--- src/hw/rtl/assert_macros.svh ---
// Assertion macros for the RTL files that check themselves.
`ifndef ASSERT_MACROS_SVH
`define ASSERT_MACROS_SVH

// Check a condition at every rising clock edge outside reset.
`define ASSERT_ALWAYS(lbl, clk, rst, expr, msg) \
  lbl: assert property (@(posedge clk) disable iff (rst) (expr)) else $error(msg);

// Check that an antecedent implies a consequent in the same cycle.
`define ASSERT_IMPLY(lbl, clk, rst, ante, cons, msg) \
  lbl: assert property (@(posedge clk) disable iff (rst) (ante) |-> (cons)) else $error(msg);

`endif

--- src/hw/rtl/sbvm_pkg.sv ---
// Shared types, codes and sizes of the sparse bound violation merge block.
package sbvm_pkg;

  // Flag store size and derived address width
  localparam int MAX_CONSTRAINTS = 1024;
  localparam int FLAG_AW = $clog2(MAX_CONSTRAINTS);

  // Fixed field widths
  localparam int IDX_W = 10;
  localparam int DATA_W = 32;
  localparam int VALUE_W = 33;
  localparam int INF_W = 32;
  localparam int SUM_W = 48;

  // Stream word widths
  localparam int S_TDATA_W = 136;
  localparam int S_TUSER_W = 2;
  localparam int M_TDATA_W = 128;
  localparam int M_TUSER_W = 1;

  // Configuration port
  localparam int CFG_IDX_W = 2;
  localparam int CFG_DATA_W = 2;
  localparam logic [CFG_IDX_W-1:0] CFG_OUTPUT_MODE = 2'd0;
  localparam logic [CFG_IDX_W-1:0] CFG_USE_WS = 2'd1;

  // Output mode codes
  localparam logic [1:0] MODE_SIGN = 2'd0;
  localparam logic [1:0] MODE_RESID = 2'd1;
  localparam logic [1:0] MODE_MAG = 2'd2;

  // Queue between front and back
  localparam int QUEUE_DEPTH = 2;
  localparam int QUEUE_AW = $clog2(QUEUE_DEPTH);

  // One in Q16.16
  localparam logic signed [VALUE_W-1:0] ONE_Q16 = 33'sd65536;

  typedef enum logic [1:0] {
    CMD_MERGE = 2'd0,
    CMD_FLAG  = 2'd1,
    CMD_CLEAR = 2'd2,
    CMD_NOP   = 2'd3
  } cmd_t;

  typedef struct packed {
    logic [1:0] output_mode;
    logic       use_ws;
  } cfg_t;

  // Classified step handed from front to back
  typedef struct packed {
    logic                      viol;
    logic                      clear;
    logic                      emit;
    logic [IDX_W-1:0]          idx;
    logic signed [VALUE_W-1:0] value;
    logic                      pop_val;
    logic                      pop_lower;
    logic                      pop_upper;
    logic [INF_W-1:0]          mag;
  } work_t;

endpackage

--- src/hw/rtl/sparse_bound_violation_merge.sv ---
// Top level of the sparse bound violation merge block.
//
//  channel  direction  handshake                word
//  s_       in         s_tvalid / s_tready      merge heads or command
//  m_       out        m_tvalid / m_tready      merge result and norms
//  cfg_     in         cfg_valid / cfg_ready    register index and data
//
// One word per cycle sustained while the queue has room; a result passes the front
// stage, the queue and the output register after its word is taken.
// After reset the flag store is cleared, one entry a cycle over all MAX_CONSTRAINTS (1024)
// entries, with s_tready low; configuration writes are taken.
// The queue lets the front keep accepting while the output word waits.
module sparse_bound_violation_merge (
  input  logic                              clk,
  input  logic                              rst,
  // val_valid, val_index, val_data, lower_valid, lower_index, lower_data,
  // upper_valid, upper_index, upper_data, active_bit, zero pad
  input  logic                              s_tvalid,
  output logic                              s_tready,
  input  logic [sbvm_pkg::S_TDATA_W-1:0]    s_tdata,
  // command
  input  logic [sbvm_pkg::S_TUSER_W-1:0]    s_tuser,
  // out_index, out_value, pop_val, pop_lower, pop_upper, inf_norm,
  // sum_violation, sum_saturated, zero pad
  output logic                              m_tvalid,
  input  logic                              m_tready,
  output logic [sbvm_pkg::M_TDATA_W-1:0]    m_tdata,
  // emit
  output logic [sbvm_pkg::M_TUSER_W-1:0]    m_tuser,
  input  logic                              cfg_valid,
  output logic                              cfg_ready,
  input  logic [sbvm_pkg::CFG_IDX_W-1:0]    cfg_index,
  input  logic [sbvm_pkg::CFG_DATA_W-1:0]   cfg_data
);
  import sbvm_pkg::*;

`include "assert_macros.svh"

  cfg_t  cfg;
  logic  fq_valid, fq_ready, qb_valid, qb_ready;
  work_t fq_data, qb_data;

  assign cfg_ready = 1'b1;

  // Write configuration registers
  always_ff @(posedge clk) begin
    if (rst) begin
      cfg.output_mode <= MODE_RESID;
      cfg.use_ws      <= 1'b0;
    end else if (cfg_valid && cfg_ready) begin
      unique case (cfg_index)
        CFG_OUTPUT_MODE: cfg.output_mode <= cfg_data[1:0];
        CFG_USE_WS:      cfg.use_ws <= cfg_data[0];
        default: ;
      endcase
    end
  end

  sbvm_front u_front (
    .clk      (clk),
    .rst      (rst),
    .cfg      (cfg),
    .s_tvalid (s_tvalid),
    .s_tready (s_tready),
    .s_tdata  (s_tdata),
    .s_tuser  (s_tuser),
    .q_valid  (fq_valid),
    .q_ready  (fq_ready),
    .q_data   (fq_data)
  );

  sbvm_queue u_queue (
    .clk       (clk),
    .rst       (rst),
    .in_valid  (fq_valid),
    .in_ready  (fq_ready),
    .in_data   (fq_data),
    .out_valid (qb_valid),
    .out_ready (qb_ready),
    .out_data  (qb_data)
  );

  sbvm_back u_back (
    .clk      (clk),
    .rst      (rst),
    .q_valid  (qb_valid),
    .q_ready  (qb_ready),
    .q_data   (qb_data),
    .m_tvalid (m_tvalid),
    .m_tready (m_tready),
    .m_tdata  (m_tdata),
    .m_tuser  (m_tuser)
  );

  // An emitted result carries a nonzero value, any other result a zero value
  `ASSERT_IMPLY(a_emit_value, clk, rst, m_tvalid, m_tuser[0] == |m_tdata[42:10], "emit/value")
  // The saturated flag comes only with a full one norm
  `ASSERT_IMPLY(a_sat_full, clk, rst, m_tdata[126], &m_tdata[125:78], "sat below limit")
  // The infinity norm never exceeds the one norm
  `ASSERT_ALWAYS(a_inf_le_one, clk, rst, SUM_W'(m_tdata[77:46]) <= m_tdata[125:78], "inf > sum")

endmodule

--- src/hw/rtl/sbvm_front.sv ---
// Front end: accepts words, merges the heads, reads the flag store, classifies.
module sbvm_front (
  input  logic                            clk,
  input  logic                            rst,
  input  sbvm_pkg::cfg_t                  cfg,
  input  logic                            s_tvalid,
  output logic                            s_tready,
  input  logic [sbvm_pkg::S_TDATA_W-1:0]  s_tdata,
  input  logic [sbvm_pkg::S_TUSER_W-1:0]  s_tuser,
  output logic                            q_valid,
  input  logic                            q_ready,
  output sbvm_pkg::work_t                 q_data
);
  import sbvm_pkg::*;

  // Unpacked input fields
  cmd_t                     in_cmd;
  logic                     vv, lv, uv, in_active;
  logic [IDX_W-1:0]         vi, li, ui;
  logic signed [DATA_W-1:0] vd, ld, ud;

  // Merge selection at accept
  logic             accept, any_head, merge;
  logic [IDX_W-1:0] min_idx, sel_idx;
  logic             pv, pl, pu;
  logic             rd_inrange, wr_inrange;

  // Flag store and clearing pass
  logic               flags [MAX_CONSTRAINTS];
  logic               clearing;
  logic [FLAG_AW-1:0] clr_cnt;

  // Front stage register
  logic                     f_valid, f_merge, f_clear, f_flag, f_inrange;
  logic [IDX_W-1:0]         f_idx;
  logic                     f_pv, f_pl, f_pu;
  logic signed [DATA_W-1:0] f_c, f_lb, f_ub;

  // Classification
  logic signed [DATA_W:0] up, lo;
  logic                   viol_up, viol_lo, suppress;
  logic [INF_W-1:0]       mag;

  function automatic logic [FLAG_AW-1:0] flag_addr(input logic [IDX_W-1:0] idx);
    return FLAG_AW'(idx);
  endfunction

  assign in_cmd    = cmd_t'(s_tuser[1:0]);
  assign vv        = s_tdata[0];
  assign vi        = s_tdata[10:1];
  assign vd        = s_tdata[42:11];
  assign lv        = s_tdata[43];
  assign li        = s_tdata[53:44];
  assign ld        = s_tdata[85:54];
  assign uv        = s_tdata[86];
  assign ui        = s_tdata[96:87];
  assign ud        = s_tdata[128:97];
  assign in_active = s_tdata[129];

  assign s_tready = !clearing && (!f_valid || q_ready);
  assign accept   = s_tvalid && s_tready;

  // Pick the smallest index among the valid heads
  always_comb begin
    min_idx = '1;
    if (vv && vi < min_idx) min_idx = vi;
    if (lv && li < min_idx) min_idx = li;
    if (uv && ui < min_idx) min_idx = ui;
  end

  assign any_head   = vv || lv || uv;
  assign merge      = (in_cmd == CMD_MERGE) && any_head;
  assign sel_idx    = merge ? min_idx : '0;
  assign pv         = merge && vv && (vi == min_idx);
  assign pl         = merge && lv && (li == min_idx);
  assign pu         = merge && uv && (ui == min_idx);
  assign rd_inrange = 32'(sel_idx) < MAX_CONSTRAINTS;
  assign wr_inrange = 32'(vi) < MAX_CONSTRAINTS;

  // Clear the flag store after reset, then take flag writes
  always_ff @(posedge clk) begin
    if (rst) begin
      clearing <= 1'b1;
      clr_cnt  <= '0;
    end else if (clearing) begin
      clr_cnt <= clr_cnt + 1'b1;
      if (clr_cnt == FLAG_AW'(MAX_CONSTRAINTS - 1)) clearing <= 1'b0;
    end
  end

  always_ff @(posedge clk) begin
    if (clearing) begin
      flags[clr_cnt] <= 1'b0;
    end else if (accept && in_cmd == CMD_FLAG && wr_inrange) begin
      flags[flag_addr(vi)] <= in_active;
    end
  end

  always_ff @(posedge clk) begin
    if (accept) f_flag <= flags[flag_addr(sel_idx)];
  end

  // Load the front stage on accept, drop it once the queue takes it
  always_ff @(posedge clk) begin
    if (rst) begin
      f_valid <= 1'b0;
    end else if (accept) begin
      f_valid <= 1'b1;
    end else if (q_ready) begin
      f_valid <= 1'b0;
    end
  end

  always_ff @(posedge clk) begin
    if (accept) begin
      f_merge   <= merge;
      f_clear   <= (in_cmd == CMD_CLEAR);
      f_idx     <= sel_idx;
      f_inrange <= rd_inrange;
      f_pv      <= pv;
      f_pl      <= pl;
      f_pu      <= pu;
      f_c       <= pv ? vd : '0;
      f_lb      <= pl ? ld : '0;
      f_ub      <= pu ? ud : '0;
    end
  end

  // Check the bounds; the upper violation wins when both hold
  assign up      = $signed({f_c[DATA_W-1], f_c}) - $signed({f_ub[DATA_W-1], f_ub});
  assign lo      = $signed({f_lb[DATA_W-1], f_lb}) - $signed({f_c[DATA_W-1], f_c});
  assign viol_up = f_merge && !up[DATA_W] && (up != '0);
  assign viol_lo = f_merge && !lo[DATA_W] && (lo != '0);
  assign mag     = viol_up ? up[INF_W-1:0] : (viol_lo ? lo[INF_W-1:0] : '0);
  assign suppress = cfg.use_ws && f_flag && f_inrange;

  always_comb begin
    q_data           = '0;
    q_data.viol      = viol_up || viol_lo;
    q_data.clear     = f_clear;
    q_data.emit      = (viol_up || viol_lo) && !suppress;
    q_data.idx       = f_idx;
    q_data.pop_val   = f_pv;
    q_data.pop_lower = f_pl;
    q_data.pop_upper = f_pu;
    q_data.mag       = mag;
    if (q_data.emit) begin
      unique case (cfg.output_mode)
        MODE_SIGN:  q_data.value = viol_up ? ONE_Q16 : -ONE_Q16;
        MODE_RESID: q_data.value = viol_up ? $signed({1'b0, mag}) : -$signed({1'b0, mag});
        default:    q_data.value = $signed({1'b0, mag});
      endcase
    end
  end

  assign q_valid = f_valid;

endmodule

--- src/hw/rtl/sbvm_queue.sv ---
// Short queue of classified steps between front and back.
module sbvm_queue (
  input  logic            clk,
  input  logic            rst,
  input  logic            in_valid,
  output logic            in_ready,
  input  sbvm_pkg::work_t in_data,
  output logic            out_valid,
  input  logic            out_ready,
  output sbvm_pkg::work_t out_data
);
  import sbvm_pkg::*;

  work_t               slots [QUEUE_DEPTH];
  logic [QUEUE_AW-1:0] wr_ptr, rd_ptr;
  logic [QUEUE_AW:0]   count;
  logic                push, pop;

  assign in_ready  = (count != (QUEUE_AW+1)'(QUEUE_DEPTH));
  assign out_valid = (count != '0);
  assign push      = in_valid && in_ready;
  assign pop       = out_valid && out_ready;
  assign out_data  = slots[rd_ptr];

  // Advance pointers and fill count
  always_ff @(posedge clk) begin
    if (rst) begin
      wr_ptr <= '0;
      rd_ptr <= '0;
      count  <= '0;
    end else begin
      if (push) wr_ptr <= wr_ptr + 1'b1;
      if (pop) rd_ptr <= rd_ptr + 1'b1;
      if (push && !pop) count <= count + 1'b1;
      else if (pop && !push) count <= count - 1'b1;
    end
  end

  always_ff @(posedge clk) begin
    if (push) slots[wr_ptr] <= in_data;
  end

endmodule

--- src/hw/rtl/sbvm_back.sv ---
// Back end: updates the norm accumulators and holds the output word.
module sbvm_back (
  input  logic                           clk,
  input  logic                           rst,
  input  logic                           q_valid,
  output logic                           q_ready,
  input  sbvm_pkg::work_t                q_data,
  output logic                           m_tvalid,
  input  logic                           m_tready,
  output logic [sbvm_pkg::M_TDATA_W-1:0] m_tdata,
  output logic [sbvm_pkg::M_TUSER_W-1:0] m_tuser
);
  import sbvm_pkg::*;

  logic                      take;
  logic [INF_W-1:0]          inf_acc, inf_next;
  logic [SUM_W-1:0]          one_acc, one_next;
  logic                      sat, sat_next;
  logic [SUM_W:0]            sum_wide;
  logic                      o_emit, o_pv, o_pl, o_pu;
  logic [IDX_W-1:0]          o_idx;
  logic signed [VALUE_W-1:0] o_value;

  assign q_ready = !m_tvalid || m_tready;
  assign take    = q_valid && q_ready;

  // Next norms: clear, or fold in one violation with saturation
  always_comb begin
    inf_next = inf_acc;
    one_next = one_acc;
    sat_next = sat;
    sum_wide = {1'b0, one_acc} + (SUM_W+1)'(q_data.mag);
    if (q_data.clear) begin
      inf_next = '0;
      one_next = '0;
      sat_next = 1'b0;
    end else if (q_data.viol) begin
      if (q_data.mag > inf_acc) inf_next = q_data.mag;
      if (sum_wide[SUM_W]) begin
        one_next = '1;
        sat_next = 1'b1;
      end else begin
        one_next = sum_wide[SUM_W-1:0];
      end
    end
  end

  // Hold the output word until taken; the accumulators are its norm fields
  always_ff @(posedge clk) begin
    if (rst) begin
      m_tvalid <= 1'b0;
      inf_acc  <= '0;
      one_acc  <= '0;
      sat      <= 1'b0;
    end else if (take) begin
      m_tvalid <= 1'b1;
      inf_acc  <= inf_next;
      one_acc  <= one_next;
      sat      <= sat_next;
    end else if (m_tready) begin
      m_tvalid <= 1'b0;
    end
  end

  always_ff @(posedge clk) begin
    if (take) begin
      o_emit  <= q_data.emit;
      o_idx   <= q_data.idx;
      o_value <= q_data.value;
      o_pv    <= q_data.pop_val;
      o_pl    <= q_data.pop_lower;
      o_pu    <= q_data.pop_upper;
    end
  end

  assign m_tuser = o_emit;
  assign m_tdata = {1'b0, sat, one_acc, inf_acc, o_pu, o_pl, o_pv, o_value, o_idx};

endmodule

--- config.mk ---
export PLATFORM = sky130hd
export DESIGN_NAME = sparse_bound_violation_merge
export DESIGN_NICKNAME = d
export VERILOG_FILES = /design/src/hw/rtl/sbvm_pkg.sv /design/src/hw/rtl/sparse_bound_violation_merge.sv /design/src/hw/rtl/sbvm_front.sv /design/src/hw/rtl/sbvm_queue.sv /design/src/hw/rtl/sbvm_back.sv
export VERILOG_INCLUDE_DIRS = /design/src /design/src/hw/rtl
export SDC_FILE = /design/constraint.sdc
export NUM_CORES = 2
export LEC_CHECK = 0
export BUFFER_PORTS_ARGS = -buffer_cell sky130_fd_sc_hd__buf_4
export CORE_ASPECT_RATIO = 2
export CORE_MARGIN = 4
export CORE_UTILIZATION = 50
export CTS_BUF_LIST = sky130_fd_sc_hd__clkbuf_2 sky130_fd_sc_hd__clkbuf_4 sky130_fd_sc_hd__clkbuf_8
export CTS_CLUSTER_SIZE = 40
export DETAILED_ROUTE_END_ITERATION = 8
export HOLD_SLACK_MARGIN = 0.1
export PLACE_DENSITY = 0.66
export SLEW_MARGIN = 5
export SYNTH_ARGS = -nofsm -noshare
export SYNTH_HDL_FRONTEND = slang
export SYNTH_SLANG_ARGS = --single-unit
--- constraint.sdc ---
create_clock -name clk -period 20.2 [get_ports clk]
set_input_delay 2.02 -clock clk [delete_from_list [all_inputs] [get_ports clk]]
set_output_delay 2.02 -clock clk [all_outputs]
set_load 0.03 [all_outputs]
==> flow_metrics.py <==
metrics = {
    "yosys": {
        "ys_async_sr_fraction_pct": 0,
        "synth_most_common_cell": "nor2_1",
        "syn-cell-area_um2": 71320,
        "netlist.area_leader.share_pct": 56.63,
        "ys_seq_elements": 1447,
        "ys_seq_area_share_pct": 59.49,
        "yosys.area.top_type": "edfxtp_1",
        "syn-mean-instance-area_um2": 10.28,
        "synth.distinct_cells": 111,
        "netlist_instances": 6936,
        "synth_commonest_cells": "1393 x nor2_1, 1345 x edfxtp_1, 857 x nand2_1",
        "synth_warnings": 0,
        "synth_edf_count": 1345,
        "synth_flop_cell": "edfxtp_1",
        "synth_nets": 7235,
        "synthTopCellsByArea": "edfxtp_1 57%, nor2_1 7.3%, nand2_1 4.5%, dfxtp_1 2.9%, ha_1 2.6%",
    },
    "die": {
        "die_y_um": 542.1,
        "die_width_um": 275.1,
        "io_pins": 279,
        "rows": 195,
        "coreArea_um2": 141500,
        "dieArea_um2": 149100,
        "start_util_pct": 50.40,
    },
    "power": {
        "p_leak_nw": 29.08,
        "power.total_mw": 6.789,
        "peakVddDrop_mv": 0.06692,
        "power_density_nw_per_um2": 85.92,
    },
    "worst_setup_path": {
        "cp.arrival_ns": 11.16,
        "cp_max_fo": 81,
        "criticalPathCategory": "in2reg",
        "endpoint_kind": "register",
        "worst_setup_path_start_kind": "primary input",
        "critical_path_required_ns": 20.89,
    },
    "cts": {
        "h-tree-depth": 4,
        "cts_hold_buf": 0,
        "cts_tree": "done",
        "clk_latency_ns": 0.94,
        "clockBufferDepth": 4,
        "cts_buffers": 204,
        "cts_sinks": 1447,
        "cts_root_buffer": "clkbuf_8",
        "post-cts-setup-buffers": 0,
        "post_cts_resized": 0,
        "clkTransAtPathRegs_ns": 0.08,
    },
    "cells_and_area": {
        "drive_gt1_share_pct": 12.97,
        "syn_to_final_growth_pct": 10.79,
        "fin_util_pct": 55.83,
        "layout.nets": 7319,
        "multi_input_area_um2": 26540,
        "fillCellCount": 12309,
        "ff_latch_area_um2": 42430,
    },
    "min_path": {
        "timing.hold.worst.class": "reg2reg",
    },
    "timing": {
        "maxSlewHeadroom_pct": 2.338,
        "worst_pin_slew_ns": 1.465,
        "setup_ws_ns": 9.728,
        "rsz0062_at_grt": "false",
        "finClkSkew_ns": 0.08197,
        "finalHoldViolations": 0,
        "finalMaxSlewViolations": 0,
        "post-route-min-period_ns": 10.47,
        "finalSetupTns_ns": 0,
        "setup_viol": 0,
        "fin_crit_sh_pct": 51.84,
        "fmax_ghz": 0.09549,
    },
    "route": {
        "detail_route.drc_violations": 0,
        "first_pass_iters": 6,
        "ant_nets": 0,
        "routed_via_density": 6.185,
        "dr_total_vias": 55983,
        "drt_iter0_drc": 5874,
        "wl_per_cell_um": 27.84,
        "wl_um": 252000,
    },
    "global_route": {
        "grt_overflow": 0,
        "grt_pass1_wl_um": 357400,
        "grt.total_usage_pct": 32.86,
        "grt_max_degree": 294,
        "grt_pass1_vias": 54493,
        "antenna_found_initial": 10,
    },
    "flow_run": {
        "drv_cap": 0,
    },
    "placed_design": {
        "port_buffers": 270,
        "pre_cts_ws_ns": 9.103,
        "dp_hpwl_um": 162400,
        "routabilityCongestion": 0.9798,
    },
    "outcome": {
        "status": "finished clean",
    },
}
==> stage by stage <==
stage                     hold slack, ns  instances  area (um2)
after floorplan                   0.4215       6936       71320
after global placement            0.4219       8685       75010
after detailed placement          0.4297       8685       75010
after CTS                         0.4450       9036       78970
after global routing              0.4588       9037       78980
final                             0.4443       9051       79010
==> report_power, final <==
part | switching (mW) | leakage [nW] | internal (mW) | total, mW
clock network | 1.12 | 2.10 | 1.19 | 2.31
logic | 0.752 | 11.5 | 0.360 | 1.11
registers | 0.0532 | 15.5 | 3.31 | 3.36
total | 1.93 | 29.1 | 4.86 | 6.79
==> routing by layer <==
layer / global-route usage (%) / routed length, um / vias to the layer above / share of wire [%]
li1: - / - / 24863 / -
met1: 33.95 / 80020 / 27291 / 32
met2: 56.73 / 125300 / 2857 / 50
met3: 5.296 / 19070 / 972 / 7.6
met4: 29.58 / 27610 / 0 / 11
met5: 0 / 0 / - / 0
==> state kept, by name, summed over array words and instances (netlist names), 2 cells and up, named ones only <==
| name | cells |
|---|---|
| u_front.flags | 1024 |
| u_queue.slots | 162 |
| u_back.one_acc | 48 |
| u_back.o_value | 33 |
| u_back.inf_acc | 32 |
| u_front.f_c | 32 |
| u_front.f_lb | 32 |
| u_front.f_ub | 32 |
| u_back.o_idx | 10 |
| u_front.clr_cnt | 10 |
| u_front.f_idx | 10 |
| cfg | 3 |
| u_queue.count | 2 |
==> path summary, 6_finish.rpt <==
kind	startpoint	end	slack, ns	depth (start not counted)
worst max-delay path	s_tdata[0]	u_front.f_flag	9.73	28
worst min-delay path	u_front.f_idx[2]	u_queue.slots[0][70]	0.44	0
worst max register to register	u_front.f_c[1]	u_queue.slots[0][57]	12.03	23
worst min register to register	u_front.f_idx[2]	u_queue.slots[0][70]	0.44	0
==> layout make-up <==
cell class                 instances  share of cell area, %
clock buffer                     280                  4.371
antenna                           15                0.04751
sequential                      1447                  53.71
timing repair buffer             401                  3.905
tap                             1871                  2.963
inverter                         160                 0.7759
clock inverter                    71                 0.6398
multi-input combinational       4806                  33.59
==> critical path, cell delays in order <==
cell       delay [ns]
buf_4            0.16
nor2b_1          0.28
ha_1             0.28
and4_1           0.22
nor3b_1          0.20
a21oi_1          0.25
nand2_1          0.32
o21ai_0          0.77
ha_1             0.39
a211oi_1         0.19
o21ai_0          0.15
a21oi_1          0.26
nor3b_1          0.23
a32o_1           0.54
buf_4            0.38
mux2i_4          0.30
buf_12           0.44
inv_4            0.29
buf_12           0.27
a211oi_1         0.32
a31oi_1          0.07
a2111oi_0        0.58
nor4_1           0.22
nor3_1           0.75
a2111oi_0        0.23
o211ai_1         0.38
o2111ai_1        0.20
o211a_1          0.20
==> placed cells by master (no fill, tap or decap), types with 46 or more instances in the layout <==
| cell | count |
|---|---|
| a211oi_1 | 46 |
| a21o_1 | 48 |
| a21oi_1 | 269 |
| a22oi_1 | 52 |
| a31oi_1 | 78 |
| and2_1 | 113 |
| and3_1 | 53 |
| buf_4 | 395 |
| clkbuf_4 | 64 |
| clkbuf_8 | 216 |
| dfxtp_1 | 101 |
| edfxtp_1 | 1345 |
| ha_1 | 149 |
| inv_1 | 150 |
| mux2_2 | 85 |
| mux2i_1 | 49 |
| nand2_1 | 856 |
| nand3_1 | 272 |
| nor2_1 | 1388 |
| nor3_1 | 304 |
| o211ai_1 | 67 |
| o21ai_0 | 195 |
| or3_1 | 68 |
| xnor2_1 | 65 |
| xor2_1 | 60 |
==> kinds of logic (layout without fill, tap and decap cells) <==
kind of cell    after synthesis  after routing  synth area share [%]
mux                         140            140                 2.119
fa+ha+maj                   152            152                 2.698
xor+xnor                    125            125                 1.535
other cells                   2             17               0.01053
buf+inv                     683            912                 3.758
simple gates               3323           3323                 20.46
compound gates             1064           1064                 9.921
flops                      1447           1447                 59.49
No activity file was read; power rests on OpenSTA's default activity.
